### src/hw/rtl/lexical_token_scanner_core_macros.svh
// Assertion macros for the token scanner core.
// Used by lexical_token_scanner_core; expects clock and reset in scope.
`ifndef LEXICAL_TOKEN_SCANNER_CORE_MACROS_SVH
`define LEXICAL_TOKEN_SCANNER_CORE_MACROS_SVH

// Property must hold on every rising clock edge outside reset.
`define LTS_ASSERT(label, prop, msg) \
   label: assert property (@(posedge clock) disable iff (reset) (prop)) else $error(msg);

// Condition must never be true outside reset.
`define LTS_NEVER(label, cond, msg) \
   label: assert property (@(posedge clock) disable iff (reset) !(cond)) else $error(msg);

`endif

### src/hw/rtl/lts_pkg.sv
// Types, codes and keyword table for the token scanner core.
// No dependencies.
package lts_pkg;

   localparam int LINE_MAX = 256;
   localparam logic [7:0] COL_CAP = (LINE_MAX - 1 > 255) ? 8'd255 : 8'(LINE_MAX - 1);
   localparam logic [5:0] LEN_CAP = 6'd63;
   localparam int KW_BYTES = 5;
   localparam logic [5:0] KW_BYTES_LEN = 6'(KW_BYTES);
   localparam int QDEPTH = 4;
   localparam int QIDX_W = $clog2(QDEPTH);
   localparam int QCNT_W = $clog2(QDEPTH + 1);

   typedef enum logic [2:0] {
      CLS_NUM = 3'd0,
      CLS_KEY = 3'd1,
      CLS_ID  = 3'd2,
      CLS_OP  = 3'd3,
      CLS_DIV = 3'd4,
      CLS_ERR = 3'd5,
      CLS_END = 3'd6
   } token_class_type;

   typedef enum logic [3:0] {
      OP_LT     = 4'd0,
      OP_LE     = 4'd1,
      OP_NE     = 4'd2,
      OP_ASSIGN = 4'd3,
      OP_EQ     = 4'd4,
      OP_GT     = 4'd5,
      OP_GE     = 4'd6,
      OP_PLUS   = 4'd7,
      OP_MINUS  = 4'd8,
      OP_STAR   = 4'd9,
      OP_SLASH  = 4'd10,
      OP_LPAREN = 4'd11,
      OP_RPAREN = 4'd12,
      OP_SEMI   = 4'd13,
      OP_QUOTE  = 4'd14
   } op_code_type;

   typedef enum logic [3:0] {
      ST_IDLE = 4'b0001,
      ST_NUM  = 4'b0010,
      ST_ID   = 4'b0100,
      ST_OP   = 4'b1000
   } scan_state_type;

   typedef struct packed {
      token_class_type cls;
      logic [7:0]      start;
      logic [5:0]      len;
      logic [2:0]      kw;
      logic [3:0]      op;
      logic [7:0]      bad;
      logic            last;
   } token_type;

   typedef struct packed {
      logic       hit;
      logic [2:0] idx;
   } kw_hit_type;

   localparam logic [7:0] CH_NUL   = 8'd0;
   localparam logic [7:0] CH_LF    = 8'd10;
   localparam logic [7:0] CH_TAB   = 8'd9;
   localparam logic [7:0] CH_SPACE = 8'd32;

   // Keyword text, first byte in the low bits, zero padded to five bytes.
   localparam logic [KW_BYTES*8-1:0] KW_TEXT [6] = '{
      {8'd0, 8'd0, 8'd0, "f", "i"},
      {8'd0, "e", "s", "l", "e"},
      {"e", "l", "i", "h", "w"},
      {8'd0, 8'd0, 8'd0, "o", "d"},
      {8'd0, 8'd0, "t", "n", "i"},
      {"t", "a", "o", "l", "f"}
   };
   localparam logic [5:0] KW_LEN [6] = '{6'd2, 6'd4, 6'd5, 6'd2, 6'd3, 6'd5};

   function automatic logic is_digit(input logic [7:0] c);
      return (c >= "0") && (c <= "9");
   endfunction

   function automatic logic is_letter(input logic [7:0] c);
      return ((c >= "a") && (c <= "z")) || ((c >= "A") && (c <= "Z"));
   endfunction

   function automatic kw_hit_type keyword_of(input logic [KW_BYTES*8-1:0] chars,
                                             input logic [5:0] len);
      kw_hit_type r;
      r = '0;
      for (int k = 5; k >= 0; k--) begin
         if ((len == KW_LEN[k]) && (chars == KW_TEXT[k])) begin
            r.hit = 1'b1;
            r.idx = 3'(k);
         end
      end
      return r;
   endfunction

   function automatic token_type make_tok(input token_class_type cls, input logic [7:0] start,
                                          input logic [5:0] len, input logic [2:0] kw,
                                          input logic [3:0] op, input logic [7:0] bad);
      token_type t;
      t.cls   = cls;
      t.start = start;
      t.len   = len;
      t.kw    = kw;
      t.op    = op;
      t.bad   = bad;
      t.last  = 1'b0;
      return t;
   endfunction

endpackage

### src/hw/rtl/lexical_token_scanner_core.sv
// Token scanner core: one source byte per beat in, finished tokens out.
// Each finished token is written into the result queue and read out on rsp_.
// Throughput: one input beat per cycle unless stalled; a beat may yield two
// tokens, and the four-entry result queue stalls req_ when it holds more than
// two tokens. Reset (synchronous) empties the queue, clears the scan state.
`include "lexical_token_scanner_core_macros.svh"

module lexical_token_scanner_core (
   input  logic                     clock,
   input  logic                     reset,
   input  logic                     req_valid,
   output logic                     req_stall,
   input  logic [7:0]               req_ch,
   input  logic                     req_end_of_stream,
   output logic                     rsp_valid,
   input  logic                     rsp_stall,
   output lts_pkg::token_class_type rsp_token_class,
   output logic [7:0]               rsp_token_start,
   output logic [5:0]               rsp_token_length,
   output logic [2:0]               rsp_keyword_index,
   output logic [3:0]               rsp_operator_code,
   output logic [7:0]               rsp_bad_char,
   output logic                     rsp_last
);
   import lts_pkg::*;

   scan_state_type state_ff, state_in;
   logic [7:0]  column_ff, column_in;
   logic [7:0]  start_ff, start_in;
   logic [5:0]  len_ff, len_in;
   logic [KW_BYTES*8-1:0] chars_ff, chars_in;
   logic [3:0]  pend_ff, pend_in;

   token_type   q_ff [QDEPTH];
   logic [QIDX_W-1:0] wp_ff, wp_in, rp_ff, rp_in;
   logic [QCNT_W-1:0] count_ff, count_in;

   logic        req_accept, rsp_accept;
   token_type   tok_a, tok_b, tok_first, tok_second;
   logic        va, vb;
   logic [1:0]  push_n;
   logic        used;
   logic [3:0]  ext_code;
   logic        ext_ok;
   logic [7:0]  c;
   kw_hit_type  kw_hit;
   logic [7:0]  col_next;

   assign req_accept = req_valid && !req_stall;
   assign rsp_accept = rsp_valid && !rsp_stall;
   assign req_stall  = count_ff > QCNT_W'(QDEPTH - 2);
   assign c          = req_ch;
   assign kw_hit     = keyword_of(chars_ff, len_ff);
   assign col_next   = (column_ff < COL_CAP) ? column_ff + 8'd1 : column_ff;

   // Extension of a pending < = or > into a two-character operator.
   always_comb begin
      ext_ok   = 1'b1;
      ext_code = OP_LT;
      if (pend_ff == OP_LT && c == "=") ext_code = OP_LE;
      else if (pend_ff == OP_LT && c == ">") ext_code = OP_NE;
      else if (pend_ff == OP_ASSIGN && c == "=") ext_code = OP_EQ;
      else if (pend_ff == OP_GT && c == "=") ext_code = OP_GE;
      else ext_ok = 1'b0;
   end

   always_comb begin
      state_in  = state_ff;
      column_in = column_ff;
      start_in  = start_ff;
      len_in    = len_ff;
      chars_in  = chars_ff;
      pend_in   = pend_ff;
      va        = 1'b0;
      vb        = 1'b0;
      tok_b     = make_tok(CLS_END, column_ff, 6'd0, 3'd0, 4'd0, 8'd0);
      used      = 1'b0;

      // Flush candidate: whatever token is pending in the current state.
      tok_a = make_tok(CLS_NUM, start_ff, len_ff, 3'd0, 4'd0, 8'd0);
      unique case (state_ff)
         ST_IDLE: va = 1'b0;
         ST_NUM:  va = 1'b1;
         ST_ID: begin
            va = 1'b1;
            tok_a = kw_hit.hit ? make_tok(CLS_KEY, start_ff, len_ff, kw_hit.idx, 4'd0, 8'd0)
                               : make_tok(CLS_ID, start_ff, len_ff, 3'd0, 4'd0, 8'd0);
         end
         ST_OP: begin
            va = 1'b1;
            tok_a = make_tok(CLS_OP, start_ff, 6'd1, 3'd0, pend_ff, 8'd0);
         end
         default: va = 1'b0;
      endcase

      if (req_end_of_stream) begin
         vb        = 1'b1;
         state_in  = ST_IDLE;
         column_in = '0;
         start_in  = '0;
         len_in    = '0;
         chars_in  = '0;
         pend_in   = '0;
      end else if (c == CH_LF || c == CH_NUL) begin
         state_in  = ST_IDLE;
         column_in = '0;
         len_in    = '0;
         chars_in  = '0;
         pend_in   = '0;
      end else begin
         column_in = col_next;
         unique case (state_ff)
            ST_IDLE: used = 1'b0;
            ST_NUM: begin
               if (is_digit(c) || c == ".") begin
                  used = 1'b1;
                  if (len_ff < LEN_CAP) len_in = len_ff + 6'd1;
               end
            end
            ST_ID: begin
               if (is_letter(c) || is_digit(c) || c == "_") begin
                  used = 1'b1;
                  for (int i = 0; i < KW_BYTES; i++) begin
                     if (len_ff == 6'(i)) chars_in[i*8 +: 8] = c;
                  end
                  if (len_ff < LEN_CAP) len_in = len_ff + 6'd1;
               end
            end
            ST_OP: begin
               if (ext_ok) begin
                  used     = 1'b1;
                  tok_a    = make_tok(CLS_OP, start_ff, 6'd2, 3'd0, ext_code, 8'd0);
                  state_in = ST_IDLE;
                  pend_in  = '0;
               end
            end
            default: used = 1'b0;
         endcase

         if (used) begin
            // Pending token either absorbed the byte or completed as a pair.
            va = (state_ff == ST_OP);
         end else begin
            // Drop the pending token out, then scan the byte afresh.
            state_in = ST_IDLE;
            len_in   = '0;
            chars_in = '0;
            pend_in  = '0;
            if (c == CH_SPACE || c == CH_TAB) begin
               vb = 1'b0;
            end else if (is_digit(c)) begin
               state_in = ST_NUM;
               start_in = column_ff;
               len_in   = 6'd1;
            end else if (is_letter(c)) begin
               state_in = ST_ID;
               start_in = column_ff;
               len_in   = 6'd1;
               chars_in = {{(KW_BYTES-1)*8{1'b0}}, c};
            end else begin
               vb = 1'b1;
               case (c)
                  "<": begin
                     vb = 1'b0; state_in = ST_OP; start_in = column_ff; pend_in = OP_LT;
                  end
                  "=": begin
                     vb = 1'b0; state_in = ST_OP; start_in = column_ff; pend_in = OP_ASSIGN;
                  end
                  ">": begin
                     vb = 1'b0; state_in = ST_OP; start_in = column_ff; pend_in = OP_GT;
                  end
                  "+": tok_b = make_tok(CLS_OP, column_ff, 6'd1, 3'd0, OP_PLUS, 8'd0);
                  "-": tok_b = make_tok(CLS_OP, column_ff, 6'd1, 3'd0, OP_MINUS, 8'd0);
                  "*": tok_b = make_tok(CLS_OP, column_ff, 6'd1, 3'd0, OP_STAR, 8'd0);
                  "/": tok_b = make_tok(CLS_OP, column_ff, 6'd1, 3'd0, OP_SLASH, 8'd0);
                  "(": tok_b = make_tok(CLS_DIV, column_ff, 6'd1, 3'd0, OP_LPAREN, 8'd0);
                  ")": tok_b = make_tok(CLS_DIV, column_ff, 6'd1, 3'd0, OP_RPAREN, 8'd0);
                  ";": tok_b = make_tok(CLS_DIV, column_ff, 6'd1, 3'd0, OP_SEMI, 8'd0);
                  "'": tok_b = make_tok(CLS_DIV, column_ff, 6'd1, 3'd0, OP_QUOTE, 8'd0);
                  default: tok_b = make_tok(CLS_ERR, column_ff, 6'd1, 3'd0, 4'd0, c);
               endcase
            end
         end
      end
   end

   // Pack up to two tokens into the queue, marking the final one of the beat.
   always_comb begin
      tok_first  = va ? tok_a : tok_b;
      tok_second = tok_b;
      tok_first.last  = !(va && vb);
      tok_second.last = 1'b1;
      push_n = req_accept ? (2'(va) + 2'(vb)) : 2'd0;
   end

   assign wp_in    = wp_ff + QIDX_W'(push_n);
   assign rp_in    = rp_ff + QIDX_W'(rsp_accept);
   assign count_in = count_ff + QCNT_W'(push_n) - QCNT_W'(rsp_accept);

   always_ff @(posedge clock) begin
      if (reset) begin
         state_ff  <= ST_IDLE;
         column_ff <= '0;
         start_ff  <= '0;
         len_ff    <= '0;
         chars_ff  <= '0;
         pend_ff   <= '0;
         wp_ff     <= '0;
         rp_ff     <= '0;
         count_ff  <= '0;
      end else begin
         if (req_accept) begin
            state_ff  <= state_in;
            column_ff <= column_in;
            start_ff  <= start_in;
            len_ff    <= len_in;
            chars_ff  <= chars_in;
            pend_ff   <= pend_in;
         end
         wp_ff    <= wp_in;
         rp_ff    <= rp_in;
         count_ff <= count_in;
      end
   end

   always_ff @(posedge clock) begin
      if (push_n != 2'd0) begin
         q_ff[wp_ff] <= tok_first;
      end
      if (push_n == 2'd2) begin
         q_ff[wp_ff + QIDX_W'(1)] <= tok_second;
      end
   end

   assign rsp_valid         = count_ff != '0;
   assign rsp_token_class   = q_ff[rp_ff].cls;
   assign rsp_token_start   = q_ff[rp_ff].start;
   assign rsp_token_length  = q_ff[rp_ff].len;
   assign rsp_keyword_index = q_ff[rp_ff].kw;
   assign rsp_operator_code = q_ff[rp_ff].op;
   assign rsp_bad_char      = q_ff[rp_ff].bad;
   assign rsp_last          = q_ff[rp_ff].last;

   `LTS_NEVER(a_queue_overflow, count_ff > QCNT_W'(QDEPTH), "result queue overflow")
   `LTS_ASSERT(a_accept_room, req_accept |-> count_ff <= QCNT_W'(QDEPTH - 2), "accept without room for two tokens")
   `LTS_ASSERT(a_pop_only, (rsp_accept && push_n == 2'd0) |=> count_ff == $past(count_ff) - QCNT_W'(1), "queue count slip on pop")
   `LTS_ASSERT(a_len_idle, (state_ff == ST_IDLE || state_ff == ST_OP) |-> len_ff == '0, "token length left over outside a token")

endmodule
### config.mk
export PLATFORM = sky130hd
export DESIGN_NAME = lexical_token_scanner_core
export DESIGN_NICKNAME = d
export VERILOG_FILES = /design/src/hw/rtl/lts_pkg.sv /design/src/hw/rtl/lexical_token_scanner_core.sv
export VERILOG_INCLUDE_DIRS = /design/src /design/src/hw/rtl
export SDC_FILE = /design/constraint.sdc
export NUM_CORES = 1
export LEC_CHECK = 0
export ABC_AREA = 1
export BUFFER_PORTS_ARGS = -buffer_cell sky130_fd_sc_hd__buf_2
export CAP_MARGIN = 20
export CORE_ASPECT_RATIO = 0.75
export CORE_MARGIN = 10
export CORE_UTILIZATION = 40
export CTS_BUF_LIST = sky130_fd_sc_hd__clkbuf_16
export DETAILED_ROUTE_END_ITERATION = 6
export PLACE_DENSITY = 0.56
export SLEW_MARGIN = 25
export SYNTH_ARGS = -nofsm -noshare
export SYNTH_HDL_FRONTEND = slang
export SYNTH_SLANG_ARGS = --single-unit
### constraint.sdc
create_clock -name clock -period 4.3 [get_ports clock]
set_input_delay 0.645 -clock clock [delete_from_list [all_inputs] [get_ports clock]]
set_output_delay 0.645 -clock clock [all_outputs]
set_load 0.1 [all_outputs]
==> flow_metrics.py <==
metrics = {
    "yosys": {
        "syn_inst": 1493,
        "ys_types": 45,
        "ys.flop_type": "dfxtp_1",
        "yosys-top-cells-count": "318 x nor2_1, 274 x nand2_1, 158 x nand3_1",
        "synth_top_area_frac": 0.261,
        "ys_top_cells_by_area": "edfxtp_1 26%, dfxtp_1 20%, nor2_1 11%",
        "synth_top_area_cell": "edfxtp_1",
        "syn_area_per_cell_um2": 7.41,
        "synth_nets": 1518,
        "ys_ff_latch": 208,
        "synth-edff-count": 96,
        "netlist_area_um2": 11100,
        "ys_seq_area_frac": 0.463,
        "ys_warn_count": 0,
        "ys_async_sr_fraction": 0,
        "synth.most_common_cell": "nor2_1",
    },
    "worst_setup_path": {
        "critical_path.top_delay_family": "simple AND/OR/NAND/NOR gates",
        "crit_top_cell": "nor2_1",
        "critPathLaunchType": "flip-flop",
        "worstRegToRegCells": 18,
        "path_max_fanout": 16,
        "worst-setup-path-type": "reg2reg",
        "cp_num_cells": 18,
        "end_kind": "flip-flop",
        "cp_data_arrival_time_ns": 4.13,
        "rr_endpoint": "q_ff[0][1]",
        "critPathBufInv": 4,
        "cpPeakStageDelay_ns": 0.38,
        "cp_data_required_time_ns": 4.68,
        "r2r_slack_ns": 0.55,
        "crit_path_cell_trace": "nor2_1 > nand3_1 > inv_1 > or2_2 > nor2_1 > a21oi_1 > ha_1 > inv_1 > nor2_1 > inv_1 > nand2_2 > nand3_1 > nor2_1 > nand2_1 > nand2_1 > buf_4 > o21ai_2 > nor2_1",
        "slowest_stage": "or2_2",
        "reg2reg_from": "state_ff[0]",
    },
    "routing": {
        "num_vias": 10400,
        "drtIter0Drc": 919,
        "vias_per_cell": 5.45,
        "dr.pass1.iters": 5,
        "wirelength_mm": 35.3,
        "routedWlPerCell_um": 18.5,
        "ant_nets": 0,
        "drcViolationCount": 0,
    },
    "place": {
        "dpl.cell_count": 1869,
        "dp_slack_ns": 0.192,
        "place_congestion": 0.924,
        "io_buffers": 47,
        "placedInstanceArea_um2": 11700,
        "place_hpwl_mm": 25.2,
    },
    "sta": {
        "rsz0062_at_grt": "no",
        "skew_ns": 0.0146,
        "final_max_slew_viol_count": 0,
        "hold_viol_final": 0,
        "relSlewSlack": 0.512,
        "tns_ns": 0,
        "fin_crit_ns": 3.75,
        "fmax_ghz": 0.266,
        "whs_ns": 0.450,
        "setup_viol": 0,
        "timing.final.crit_share": 0.873,
        "worstMarginPinSlew_ns": 0.724,
        "setup_slack_ns": 0.547,
    },
    "cts": {
        "numClockSinks": 208,
        "cts_resized": 0,
        "numCtsBuffers": 24,
        "postCtsSetupBuffers": 0,
        "cts_buffer_depth": 3,
        "clk_latency_ns": 0.52,
        "holdBufCountCts": 0,
        "clock_tree.root_cell": "clkbuf_16",
        "clk_pin_slew_ns": 0.06,
        "cts_tree": "built",
        "h-tree-depth": 1,
    },
    "min_path": {
        "hold_path.class": "reg2reg",
        "min_path_cells": 2,
        "hp-start": "chars_ff[31]",
        "hold_end": "chars_ff[31]",
    },
    "finish": {
        "syn_to_final_growth_pct": 13.2,
        "stdcell_count": 1913,
        "diodes": 0,
        "design_area_um2": 12500,
        "finish.net_count": 1569,
        "drive_gt1_frac": 0.110,
        "fill_cells": 2709,
        "utilization": 0.462,
    },
    "global_route": {
        "overflow": 0,
        "grt_pass1_vias": 9652,
        "track_usage": 0.201,
        "grt_max_degree": 68,
        "antenna_found_initial": 0,
        "grt_pass1_wl_mm": 55.5,
    },
    "floorplan": {
        "die_height_um": 164,
        "dieWidth_um": 212,
        "initial_utilization": 0.408,
        "ios": 48,
        "coreArea_um2": 27100,
        "fp-row-count": 52,
        "dieArea_um2": 34800,
    },
    "run_status": {
        "status": "completed",
    },
    "power_and_ir_drop": {
        "power.density_nw_per_um2": 612,
        "ir_drop_uv": 533,
        "total_power_mw": 7.66,
        "leakagePower_nw": 5.06,
    },
    "flow_run": {
        "maxCapViolCount": 0,
    },
}
## cells in the final DEF, fill, tap and decap left out, drive strengths merged, types with 2 or more instances in the layout
cell type,count
clkinv,10
clkinvlp,3
o31ai,2
nand3b,8
xnor2,3
edfxtp,96
nor3,28
nor2,329
xor2,4
nand2,297
o21ai,166
dfxtp,112
a31oi,3
clkbuf,25
ha,11
nand3,164
or2,2
o22ai,33
inv,127
buf,75
nand4,22
nor3b,5
a21oi,29
bufinv,3
## how the worst max path moves through the flow
stage,to,start,slack (ns)
floorplan,q_ff[0][12],req_ch[3],0.12
global placement,q_ff[0][2],req_ch[7],0.21
detailed placement,q_ff[0][2],req_ch[6],0.19
CTS,q_ff[0][2],state_ff[0],0.58
global route,q_ff[0][7],state_ff[1],0.28
finish,q_ff[0][1],state_ff[0],0.55
## cell families (layout without fill, tap and decap cells)
family	count (synthesis)	in the layout	synth area share
AOI/OAI and AO/OA	234	234	0.114
and+or+nand+nor	858	858	0.338
adders and majority gates	12	12	0.0143
DFF	208	208	0.463
xor gates and xnor gates	7	7	0.00554
buffers and inverters	174	243	0.0643
## metal layers
metal / GRT usage / part of all wire / vias to the layer above
met1: 0.303 / 0.49 / 4893
met2: 0.286 / 0.40 / 397
li1: - / - / 5095
met3: 0.0345 / 0.079 / 50
met4: 0.0535 / 0.021 / 0
met5: 0 / 0 / -
## cell type report
type	instances	area (um^2)	area share
clock buffers	25	626	0.0500
clock inverters	19	168	0.0134
inverters	124	470	0.0376
multi-input cells	1111	5220	0.417
flip-flops and latches	208	5130	0.409
well taps	351	439	0.0351
repair buffers	75	470	0.0376
## worst register-to-register path, cell delays in order (launching register included)
cell and delay, ns:
dfxtp_1 0.37, nor2_1 0.08, nand3_1 0.25, inv_1 0.24, or2_2 0.38, nor2_1 0.14
a21oi_1 0.08, ha_1 0.33, inv_1 0.08, nor2_1 0.15, inv_1 0.10, nand2_2 0.10
nand3_1 0.14, nor2_1 0.20, nand2_1 0.16, nand2_1 0.14, buf_4 0.29, o21ai_2 0.23
nor2_1 0.15
## power by group
| group | leakage [nW] | internal [mW] | switching (mW) |
|---|---|---|---|
| clock network | 0.400 | 1.23 | 0.851 |
| registers | 1.84 | 2.29 | 0.144 |
| logic | 2.82 | 0.559 | 2.59 |
## sequential cells by signal, summed over array words and instances (netlist names)
| signal | flops |
|---|---|
| count_ff | 3 |
| state_ff | 4 |
| q_ff | 132 |
| column_ff | 8 |
| pend_ff | 3 |
| wp_ff | 2 |
| start_ff | 8 |
| len_ff | 6 |
| chars_ff | 40 |
| rp_ff | 2 |
(Power assumes the default switching activity.)
